--- config.mk ---
export PLATFORM = sky130hd
export DESIGN_NAME = fixed_capacity_fifo_queue
export DESIGN_NICKNAME = d
export VERILOG_FILES = /design/src/sv/fcq_pkg.sv /design/src/sv/fcq_cell.sv /design/src/sv/fcq_ctrl.sv /design/src/sv/fixed_capacity_fifo_queue.sv
export SDC_FILE = /design/constraint.sdc
export NUM_CORES = 2
export LEC_CHECK = 0
export ABC_AREA = 1
export ABC_CLOCK_PERIOD_IN_PS = 21600
export BUFFER_PORTS_ARGS = -buffer_cell sky130_fd_sc_hd__buf_2
export CORE_MARGIN = 3
export CORE_UTILIZATION = 31
export DETAILED_ROUTE_END_ITERATION = 8
export PLACE_DENSITY = 0.41
export SLEW_MARGIN = 30
export SYNTH_ARGS = -nofsm -noshare
export SYNTH_HDL_FRONTEND = slang
export SYNTH_HIERARCHICAL = 1
export SYNTH_SLANG_ARGS = --single-unit
--- constraint.sdc ---
create_clock -name clk -period 21.6 [get_ports clk]
set_clock_uncertainty 0.15 [all_clocks]
set_input_delay 2.16 -clock clk [delete_from_list [all_inputs] [get_ports clk]]
set_output_delay 2.16 -clock clk [all_outputs]
set_load 0.03 [all_outputs]
--- src/sv/fcq_pkg.sv ---
// ----------------------------------------------------------------------------
// fcq_pkg: shared definitions for the fixed capacity FIFO queue
// Field widths, request codes, register indexes and the cell control bundle.
// ----------------------------------------------------------------------------
`default_nettype none

package fcq_pkg;

    // fixed field widths
    localparam int DATA_W    = 64;
    localparam int MODE_W    = 3;
    localparam int EB_W      = 4;
    localparam int CFG_IDX_W = 4;

    // parameter defaults
    localparam int DEPTH_DEF     = 16;
    localparam int MAX_BYTES_DEF = 8;

    // configuration register indexes
    localparam logic [CFG_IDX_W-1:0] REG_CAPACITY   = CFG_IDX_W'(0);
    localparam logic [CFG_IDX_W-1:0] REG_ELEM_BYTES = CFG_IDX_W'(1);

    // reset values of the configuration registers
    localparam int CAPACITY_RST   = 16;
    localparam int ELEM_BYTES_RST = 1;

    // request codes
    typedef enum logic [MODE_W-1:0] {
        MODE_ENQUEUE = 3'd0,
        MODE_DEQUEUE = 3'd1,
        MODE_PEEK    = 3'd2,
        MODE_FLUSH   = 3'd3,
        MODE_FIND    = 3'd4
    } mode_t;

    // per-cycle command broadcast to every cell of the row
    typedef struct packed {
        logic load;     // cell at slot takes the write data
        logic shift;    // every cell takes its upper neighbor (dequeue)
        logic rotate;   // shift, and the cell at slot takes the head entry
    } cell_ctrl_t;

endpackage

`default_nettype wire

--- src/sv/fcq_cell.sv ---
// ----------------------------------------------------------------------------
// fcq_cell: one storage cell of the queue row
// Holds one entry; loads new data, takes its neighbor's entry or the head.
// ----------------------------------------------------------------------------
`default_nettype none

module fcq_cell #(
    parameter int INDEX  = 0,
    parameter int CNT_W  = 5,
    parameter int ELEM_W = 64
) (
    input  wire                      clk,
    input  wire fcq_pkg::cell_ctrl_t ctl,
    input  wire  [CNT_W-1:0]         slot,
    input  wire  [ELEM_W-1:0]        wdata,
    input  wire  [ELEM_W-1:0]        next_data,
    input  wire  [ELEM_W-1:0]        head_data,
    output logic [ELEM_W-1:0]        data
);
    import fcq_pkg::*;

    logic [ELEM_W-1:0] data_reg;
    logic [ELEM_W-1:0] data_next;
    logic              at_slot;

    assign at_slot = (slot == CNT_W'(INDEX));

    // select the entry for the next cycle
    always_comb
    begin
        data_next = data_reg;
        if (ctl.load && at_slot)
        begin
            data_next = wdata;
        end
        else if (ctl.shift)
        begin
            data_next = next_data;
        end
        else if (ctl.rotate)
        begin
            data_next = at_slot ? head_data : next_data;
        end
    end

    always_ff @(posedge clk)
    begin
        data_reg <= data_next;
    end

    assign data = data_reg;

endmodule

`default_nettype wire

--- src/sv/fcq_ctrl.sv ---
// ----------------------------------------------------------------------------
// fcq_ctrl: request sequencer of the fixed capacity FIFO queue
// Decodes requests, tracks the count, drives the cell row and the results.
// ----------------------------------------------------------------------------
`default_nettype none

module fcq_ctrl #(
    parameter int DEPTH     = fcq_pkg::DEPTH_DEF,
    parameter int MAX_BYTES = fcq_pkg::MAX_BYTES_DEF,
    parameter int CNT_W     = 5,
    parameter int CFG_W     = 5,
    parameter int ELEM_W    = 64
) (
    input  wire                              clk,
    input  wire                              rst_n,
    // request channel
    input  wire                              start,
    output logic                             busy,
    input  wire  [fcq_pkg::MODE_W-1:0]       mode,
    input  wire  [fcq_pkg::DATA_W-1:0]       data_in,
    // result channel
    output logic                             done,
    output logic                             ok,
    output logic [fcq_pkg::DATA_W-1:0]       data_out,
    output logic [CNT_W-1:0]                 count,
    output logic [CNT_W-1:0]                 free_space,
    // configuration channel
    input  wire                              cfg_valid,
    output logic                             cfg_ready,
    input  wire  [fcq_pkg::CFG_IDX_W-1:0]    cfg_index,
    input  wire  [CFG_W-1:0]                 cfg_data,
    // cell row
    input  wire  [ELEM_W-1:0]                head_data,
    output fcq_pkg::cell_ctrl_t              cell_ctl,
    output logic [CNT_W-1:0]                 slot,
    output logic [ELEM_W-1:0]                wdata
);
    import fcq_pkg::*;

    localparam int CAP_RST = (DEPTH < CAPACITY_RST) ? DEPTH : CAPACITY_RST;

    typedef enum logic [2:0] {
        ST_IDLE = 3'b001,
        ST_EXEC = 3'b010,
        ST_SCAN = 3'b100
    } state_t;

    state_t              state_reg,  state_next;
    mode_t               mode_reg,   mode_next;
    logic [ELEM_W-1:0]   key_reg,    key_next;
    logic [CNT_W-1:0]    count_reg,  count_next;
    logic [CNT_W-1:0]    cap_reg,    cap_next;
    logic [EB_W-1:0]     eb_reg,     eb_next;
    logic [CNT_W-1:0]    step_reg,   step_next;
    logic                hit_reg,    hit_next;
    logic                done_reg,   done_next;
    logic                ok_reg,     ok_next;
    logic [ELEM_W-1:0]   dout_reg,   dout_next;
    logic [CNT_W-1:0]    cnt_reg,    cnt_next;
    logic [CNT_W-1:0]    free_reg,   free_next;

    logic [ELEM_W-1:0]   mask;
    logic [CNT_W-1:0]    cap_in;
    logic [EB_W-1:0]     eb_in;
    logic                hit_now;

    // byte mask of the configured element size
    always_comb
    begin
        for (int k = 0; k < MAX_BYTES; k++)
        begin
            mask[8*k +: 8] = {8{EB_W'(k) < eb_reg}};
        end
    end

    // clamp written register values to their legal ranges
    always_comb
    begin
        if (cfg_data == '0)
            cap_in = CNT_W'(1);
        else if (cfg_data > CFG_W'(DEPTH))
            cap_in = CNT_W'(DEPTH);
        else
            cap_in = CNT_W'(cfg_data);

        if (cfg_data[EB_W-1:0] == '0)
            eb_in = EB_W'(1);
        else if (cfg_data[EB_W-1:0] > EB_W'(MAX_BYTES))
            eb_in = EB_W'(MAX_BYTES);
        else
            eb_in = cfg_data[EB_W-1:0];
    end

    assign hit_now = hit_reg | (head_data == key_reg);

    // sequencer
    always_comb
    begin
        state_next = state_reg;
        mode_next  = mode_reg;
        key_next   = key_reg;
        count_next = count_reg;
        cap_next   = cap_reg;
        eb_next    = eb_reg;
        step_next  = step_reg;
        hit_next   = hit_reg;
        done_next  = 1'b0;
        ok_next    = ok_reg;
        dout_next  = dout_reg;
        cnt_next   = cnt_reg;
        free_next  = free_reg;
        cell_ctl   = '0;
        slot       = count_reg;

        case (state_reg)
            ST_IDLE:
            begin
                // a write to a listed register empties the queue
                if (cfg_valid)
                begin
                    if (cfg_index == REG_CAPACITY)
                    begin
                        cap_next   = cap_in;
                        count_next = '0;
                    end
                    else if (cfg_index == REG_ELEM_BYTES)
                    begin
                        eb_next    = eb_in;
                        count_next = '0;
                    end
                end
                if (start)
                begin
                    mode_next  = mode_t'(mode);
                    key_next   = data_in[ELEM_W-1:0] & mask;
                    state_next = ST_EXEC;
                end
            end

            ST_EXEC:
            begin
                state_next = ST_IDLE;
                done_next  = 1'b1;
                ok_next    = 1'b0;
                dout_next  = '0;
                case (mode_reg)
                    MODE_ENQUEUE:
                    begin
                        if (count_reg < cap_reg)
                        begin
                            cell_ctl.load = 1'b1;
                            count_next    = count_reg + CNT_W'(1);
                            ok_next       = 1'b1;
                        end
                    end
                    MODE_DEQUEUE:
                    begin
                        if (count_reg != '0)
                        begin
                            cell_ctl.shift = 1'b1;
                            dout_next      = head_data;
                            count_next     = count_reg - CNT_W'(1);
                            ok_next        = 1'b1;
                        end
                    end
                    MODE_PEEK:
                    begin
                        if (count_reg != '0)
                        begin
                            dout_next = head_data;
                            ok_next   = 1'b1;
                        end
                    end
                    MODE_FLUSH:
                    begin
                        count_next = '0;
                        ok_next    = 1'b1;
                    end
                    MODE_FIND:
                    begin
                        // walk the held entries past the head cell
                        if (count_reg != '0)
                        begin
                            state_next = ST_SCAN;
                            done_next  = 1'b0;
                            step_next  = '0;
                            hit_next   = 1'b0;
                        end
                    end
                    default:
                    begin
                    end
                endcase
                cnt_next  = count_next;
                free_next = cap_reg - count_next;
            end

            ST_SCAN:
            begin
                // one rotation per cycle; count rotations restore the order
                cell_ctl.rotate = 1'b1;
                slot            = count_reg - CNT_W'(1);
                hit_next        = hit_now;
                step_next       = step_reg + CNT_W'(1);
                if (step_reg == count_reg - CNT_W'(1))
                begin
                    state_next = ST_IDLE;
                    done_next  = 1'b1;
                    ok_next    = hit_now;
                    cnt_next   = count_reg;
                    free_next  = cap_reg - count_reg;
                end
            end

            default:
            begin
                state_next = ST_IDLE;
            end
        endcase
    end

    // control state
    always_ff @(posedge clk or negedge rst_n)
    begin
        if (!rst_n)
        begin
            state_reg <= ST_IDLE;
            count_reg <= '0;
            cap_reg   <= CNT_W'(CAP_RST);
            eb_reg    <= EB_W'(ELEM_BYTES_RST);
            done_reg  <= 1'b0;
        end
        else
        begin
            state_reg <= state_next;
            count_reg <= count_next;
            cap_reg   <= cap_next;
            eb_reg    <= eb_next;
            done_reg  <= done_next;
        end
    end

    // payload
    always_ff @(posedge clk)
    begin
        mode_reg <= mode_next;
        key_reg  <= key_next;
        step_reg <= step_next;
        hit_reg  <= hit_next;
        ok_reg   <= ok_next;
        dout_reg <= dout_next;
        cnt_reg  <= cnt_next;
        free_reg <= free_next;
    end

    assign busy       = (state_reg != ST_IDLE);
    assign cfg_ready  = (state_reg == ST_IDLE);
    assign done       = done_reg;
    assign ok         = ok_reg;
    assign data_out   = DATA_W'(dout_reg);
    assign count      = cnt_reg;
    assign free_space = free_reg;
    assign wdata      = key_reg;

endmodule

`default_nettype wire

--- src/sv/fixed_capacity_fifo_queue.sv ---
// ----------------------------------------------------------------------------
// fixed_capacity_fifo_queue: configurable FIFO built from a row of cells
// Enqueue, dequeue, peek, flush and find on up to DEPTH elements.
// ----------------------------------------------------------------------------
// Usage:
//   Request: drive mode and data_in with start high; the request transfers
//   at the clock edge where start is high and busy is low.
//   Result: done pulses for one cycle with ok, data_out, count and
//   free_space valid. The receiver cannot stall; it must take it then.
//   Configuration: cfg_valid/cfg_ready write channel; index 0 is capacity,
//   index 1 is element size in bytes. A write to either register empties the queue.
//   Other indexes are ignored. cfg_ready is high whenever the block is idle.
// Sequencing:
//   Enqueue, dequeue, peek, flush and unused modes: the request runs in the
//   execute state and done follows; busy is high until the request is through.
//   Find: the held entries rotate through the cell row one step per cycle and
//   are compared at the head cell.
// Entries sit oldest first in the cell row; a dequeue shifts the whole row.
// Reset empties the queue and restores capacity 16 (or DEPTH if smaller) and
// element size 1. The cell row itself is not cleared and needs no sweep.
// ----------------------------------------------------------------------------
`default_nettype none

module fixed_capacity_fifo_queue #(
    parameter int DEPTH     = fcq_pkg::DEPTH_DEF,
    parameter int MAX_BYTES = fcq_pkg::MAX_BYTES_DEF,
    localparam int CNT_W    = $clog2(DEPTH + 1),
    localparam int CFG_W    = (CNT_W > 5) ? CNT_W : 5
) (
    input  wire                              clk,
    input  wire                              rst_n,
    input  wire                              start,
    output logic                             busy,
    input  wire  [fcq_pkg::MODE_W-1:0]       mode,
    input  wire  [fcq_pkg::DATA_W-1:0]       data_in,
    output logic                             done,
    output logic                             ok,
    output logic [fcq_pkg::DATA_W-1:0]       data_out,
    output logic [CNT_W-1:0]                 count,
    output logic [CNT_W-1:0]                 free_space,
    input  wire                              cfg_valid,
    output logic                             cfg_ready,
    input  wire  [fcq_pkg::CFG_IDX_W-1:0]    cfg_index,
    input  wire  [CFG_W-1:0]                 cfg_data
);
    import fcq_pkg::*;

    localparam int ELEM_W = 8 * MAX_BYTES;

    cell_ctrl_t          cell_ctl;
    logic [CNT_W-1:0]    slot;
    logic [ELEM_W-1:0]   wdata;
    logic [ELEM_W-1:0]   cell_data [DEPTH];
    logic [ELEM_W-1:0]   cell_next [DEPTH];

    fcq_ctrl #(
        .DEPTH     (DEPTH),
        .MAX_BYTES (MAX_BYTES),
        .CNT_W     (CNT_W),
        .CFG_W     (CFG_W),
        .ELEM_W    (ELEM_W)
    ) u_ctrl (
        .clk        (clk),
        .rst_n      (rst_n),
        .start      (start),
        .busy       (busy),
        .mode       (mode),
        .data_in    (data_in),
        .done       (done),
        .ok         (ok),
        .data_out   (data_out),
        .count      (count),
        .free_space (free_space),
        .cfg_valid  (cfg_valid),
        .cfg_ready  (cfg_ready),
        .cfg_index  (cfg_index),
        .cfg_data   (cfg_data),
        .head_data  (cell_data[0]),
        .cell_ctl   (cell_ctl),
        .slot       (slot),
        .wdata      (wdata)
    );

    // row of cells, each fed by its upper neighbor; the last one is fed zero
    for (genvar i = 0; i < DEPTH; i++)
    begin : g_cell
        if (i == DEPTH - 1)
        begin : g_last
            assign cell_next[i] = '0;
        end
        else
        begin : g_mid
            assign cell_next[i] = cell_data[i + 1];
        end

        fcq_cell #(
            .INDEX  (i),
            .CNT_W  (CNT_W),
            .ELEM_W (ELEM_W)
        ) u_cell (
            .clk       (clk),
            .ctl       (cell_ctl),
            .slot      (slot),
            .wdata     (wdata),
            .next_data (cell_next[i]),
            .head_data (cell_data[0]),
            .data      (cell_data[i])
        );
    end

    // a transferred request always makes the block busy
    a_start_busy: assert property (@(posedge clk) disable iff (!rst_n)
        (start && !busy) |=> busy)
        else $error("request transfer did not start processing");

    // results never come in consecutive cycles
    a_done_gap: assert property (@(posedge clk) disable iff (!rst_n)
        done |=> !done)
        else $error("two results in consecutive cycles");

    // processing ends exactly when a result appears
    a_busy_done: assert property (@(posedge clk) disable iff (!rst_n)
        $fell(busy) |-> done)
        else $error("processing ended without a result");

    // a refused request returns no data
    a_refused_zero: assert property (@(posedge clk) disable iff (!rst_n)
        (done && !ok) |-> (data_out == '0))
        else $error("refused request returned data");

endmodule

`default_nettype wire

==> results.toml <==
[placed_design]
post-dp-hpwl_um = 179000
gp_congestion = 0.831
io_buffer_count = 157

[yosys]
ys_seq_area_share_pct = 48.2
ys_warn_count = 6
synthArstFlopShare_pct = 1.51
synth_edf_count = 1172
ys.flop_type = "edfxtp_1"
syn_area_um2 = 73900
syn_area_per_cell_um2 = 7.56
synth_area_leaders = "edfxtp_1, nand2_1, inv_1"
synth_seq_cells = 1190
ys_types = 44
synthCells = 9779
synth_top_cell_area_share_pct = 47.6
yosys.area.top_type = "edfxtp_1"

[timing]
clock.fmax_mhz = 183
rsz0062_at_grt = "no"
setup_tns_ns = 0
hold_viol_final = 0
worst_slew_pin_slew_ns = 1.08
slew_violations = 0
holdWs_ns = 0.357
period_needed_ns = 5.48
slew_headroom_pct = 28.3
setup_viol = 0
period_share_pct = 25.4

[grt]
grt_pass1_wl_um = 444000
grt_max_degree = 67
grt_pass1_vias = 63071
gr-total-overflow = 0
track_usage_pct = 24.6
antenna_found_initial = 7

[drt]
firstDrtPassIters = 6
drt-initial-drc-count = 6073
ant_nets = 0
wl_per_cell_um = 23.5
wirelength_um = 307000
vias = 65204
drc = 0
vias_per_cell = 4.98

[floorplanning]
io_pins = 158
die-height_um = 494
coreArea_um2 = 236000
start_util_pct = 31.3
fp-row-count = 178
dieArea_um2 = 244000
dieWidth_um = 494

[critical_path]
timing.rr.end = "g_cell[6].u_cell/data[42]$_DFFE_PP_"
reg2reg_slack_ns = 16.12
cp-start-kind = "flip-flop"
cp.required_ns = 21.87
cp.arrival_ns = 5.75
criticalPathCategory = "flip-flop to flip-flop"
reg2reg_from = "u_ctrl/state_reg[2]$_DFFE_PN0P_"
reg2regPathDepth = 11
crit_end = "g_cell[6].u_cell/data[42]$_DFFE_PP_"
cp-end-kind = "flip-flop"
crit_start = "u_ctrl/state_reg[2]$_DFFE_PN0P_"
cp_max_fo = 39

[power]
cellPowerDensity_nw_per_um2 = 94.2
total_power_w = 0.00775
peakVddDrop_uv = 73.6
leakagePower_nw = 41.1

[clock_network]
insertion_delay_ns = 0.83
htreeDepth = 4
path_clk_slew_ns = 0.06
cts_tree = "done"
cts_sinks = 1190
cts_hold_buf = 0
numCtsBuffers = 158
cts_buffer_depth = 3
cts_setup_buffers = 0
cts_resized = 0
root_buffer = "clkbuf_16"

[run]
maxCapViolations = 0

[final_layout]
nets = 9908
largest_reg_flops = 1024
final_common_cell = "nand2_1"
layout_common_cells = "nand2_1, inv_1, nand3_1"
drive_above_1_share_pct = 7.88
syn_to_final_growth_pct = 11.2
fillers = 24981

[worst_hold_path]
hold_class = "flip-flop to flip-flop"

[outcome]
status = "finished clean"
[metal layers]
layer  up-vias  global-route usage [%]  part of all wire, %
met5         -                       0                    0
met3       459                    3.08                  6.2
met4         0                    7.50                  3.1
met1     32012                    33.8                   45
li1      30511                       -                    -
met2      2222                    40.2                   46
[critical path, stage by stage (launching register included)]
cell and delay, ns:
dfrtp_1 0.39, inv_1 0.11, nor3_4 0.11, buf_4 0.42, inv_2 0.33, o21ai_2 0.20, buf_4 0.36, nand3_2 0.14
nor2_4 0.69, nand2_4 0.65, nand2_4 0.62, buf_4 0.75
[final cells by class]
class | count | area, um2 | share of cell area, %
flip-flops and latches | 1190 | 35600 | 43.3
multi-input cells | 5765 | 26400 | 32.0
inverters | 2303 | 8690 | 10.6
clock buffers | 204 | 4220 | 5.13
well taps | 3150 | 3940 | 4.79
repair buffers | 396 | 2820 | 3.43
clock inverters | 79 | 569 | 0.692
diodes | 5 | 12.5 | 0.0152
[stage by stage]
| stage | util (%) | setup WS [ns] | instance area [um2] | instances |
|---|---|---|---|---|
| 2_1_floorplan | - | 14.27 | 74200 | 9842 |
| 4_1_cts | 34.8 | 15.94 | 82100 | 13082 |
| 3_3_place_gp | 32.6 | 15.97 | 77000 | 12789 |
| 6_report | 34.8 | 16.12 | 82300 | 13092 |
| 5_1_grt | 34.8 | 15.89 | 82300 | 13091 |
| 3_5_place_dp | 32.7 | 15.96 | 77300 | 12799 |
[power breakdown]
part           internal [W]  switching, W  leakage, nW
logic              0.000534       0.00177         27.9
clock network       0.00142       0.00110         2.35
registers           0.00282      0.000102         10.8
[worst min path at each step]
stage,from,end,slack (ns),cells after the start
floorplan,u_ctrl/eb_reg[2]$_DFFE_PN0P_,u_ctrl/eb_reg[2]$_DFFE_PN0P_,0.31,2
global placement,u_ctrl/cap_reg[4]$_DFFE_PN1P_,u_ctrl/cap_reg[4]$_DFFE_PN1P_,0.35,2
detailed placement,u_ctrl/cap_reg[4]$_DFFE_PN1P_,u_ctrl/cap_reg[4]$_DFFE_PN1P_,0.35,2
CTS,u_ctrl/cap_reg[4]$_DFFE_PN1P_,u_ctrl/cap_reg[4]$_DFFE_PN1P_,0.36,2
global route,u_ctrl/cap_reg[4]$_DFFE_PN1P_,u_ctrl/cap_reg[4]$_DFFE_PN1P_,0.39,2
finish,u_ctrl/cap_reg[4]$_DFFE_PN1P_,u_ctrl/cap_reg[4]$_DFFE_PN1P_,0.36,2
[kinds of logic after synthesis]
logic type,after synthesis,synth area share (%)
compound gates,46,0.350
xor+xnor,65,0.770
fa+ha+maj,14,0.247
buf+inv,2887,17.1
flops,1190,48.2
mux,1,0.0135
other cells,1,0.00507
simple gates,5575,33.3
[synth_stat cells (2+ instances only)]
cell      instances
a21oi_1          10
a31oi_1           2
buf_1            16
buf_2           254
buf_4           131
buf_6           131
clkbuf_1         52
clkinv_2         11
dfrtp_1          15
dfstp_2           3
edfxtp_1       1172
ha_1             13
inv_1          2269
inv_2            23
nand2_1        3196
nand2_2          21
nand3_1        1689
nand3_2          16
nand3_4           6
nand4_1         401
nand4_2           8
nor2_1          183
nor2_2           14
nor2_4           16
nor2_8            3
nor3_1            4
nor3_2            4
nor4_1            4
o21ai_0          15
o21ai_1           8
o22ai_1           5
or2_2             9
xnor2_1          54
xor2_1           11
No activity file was read; power rests on OpenSTA's default activity.
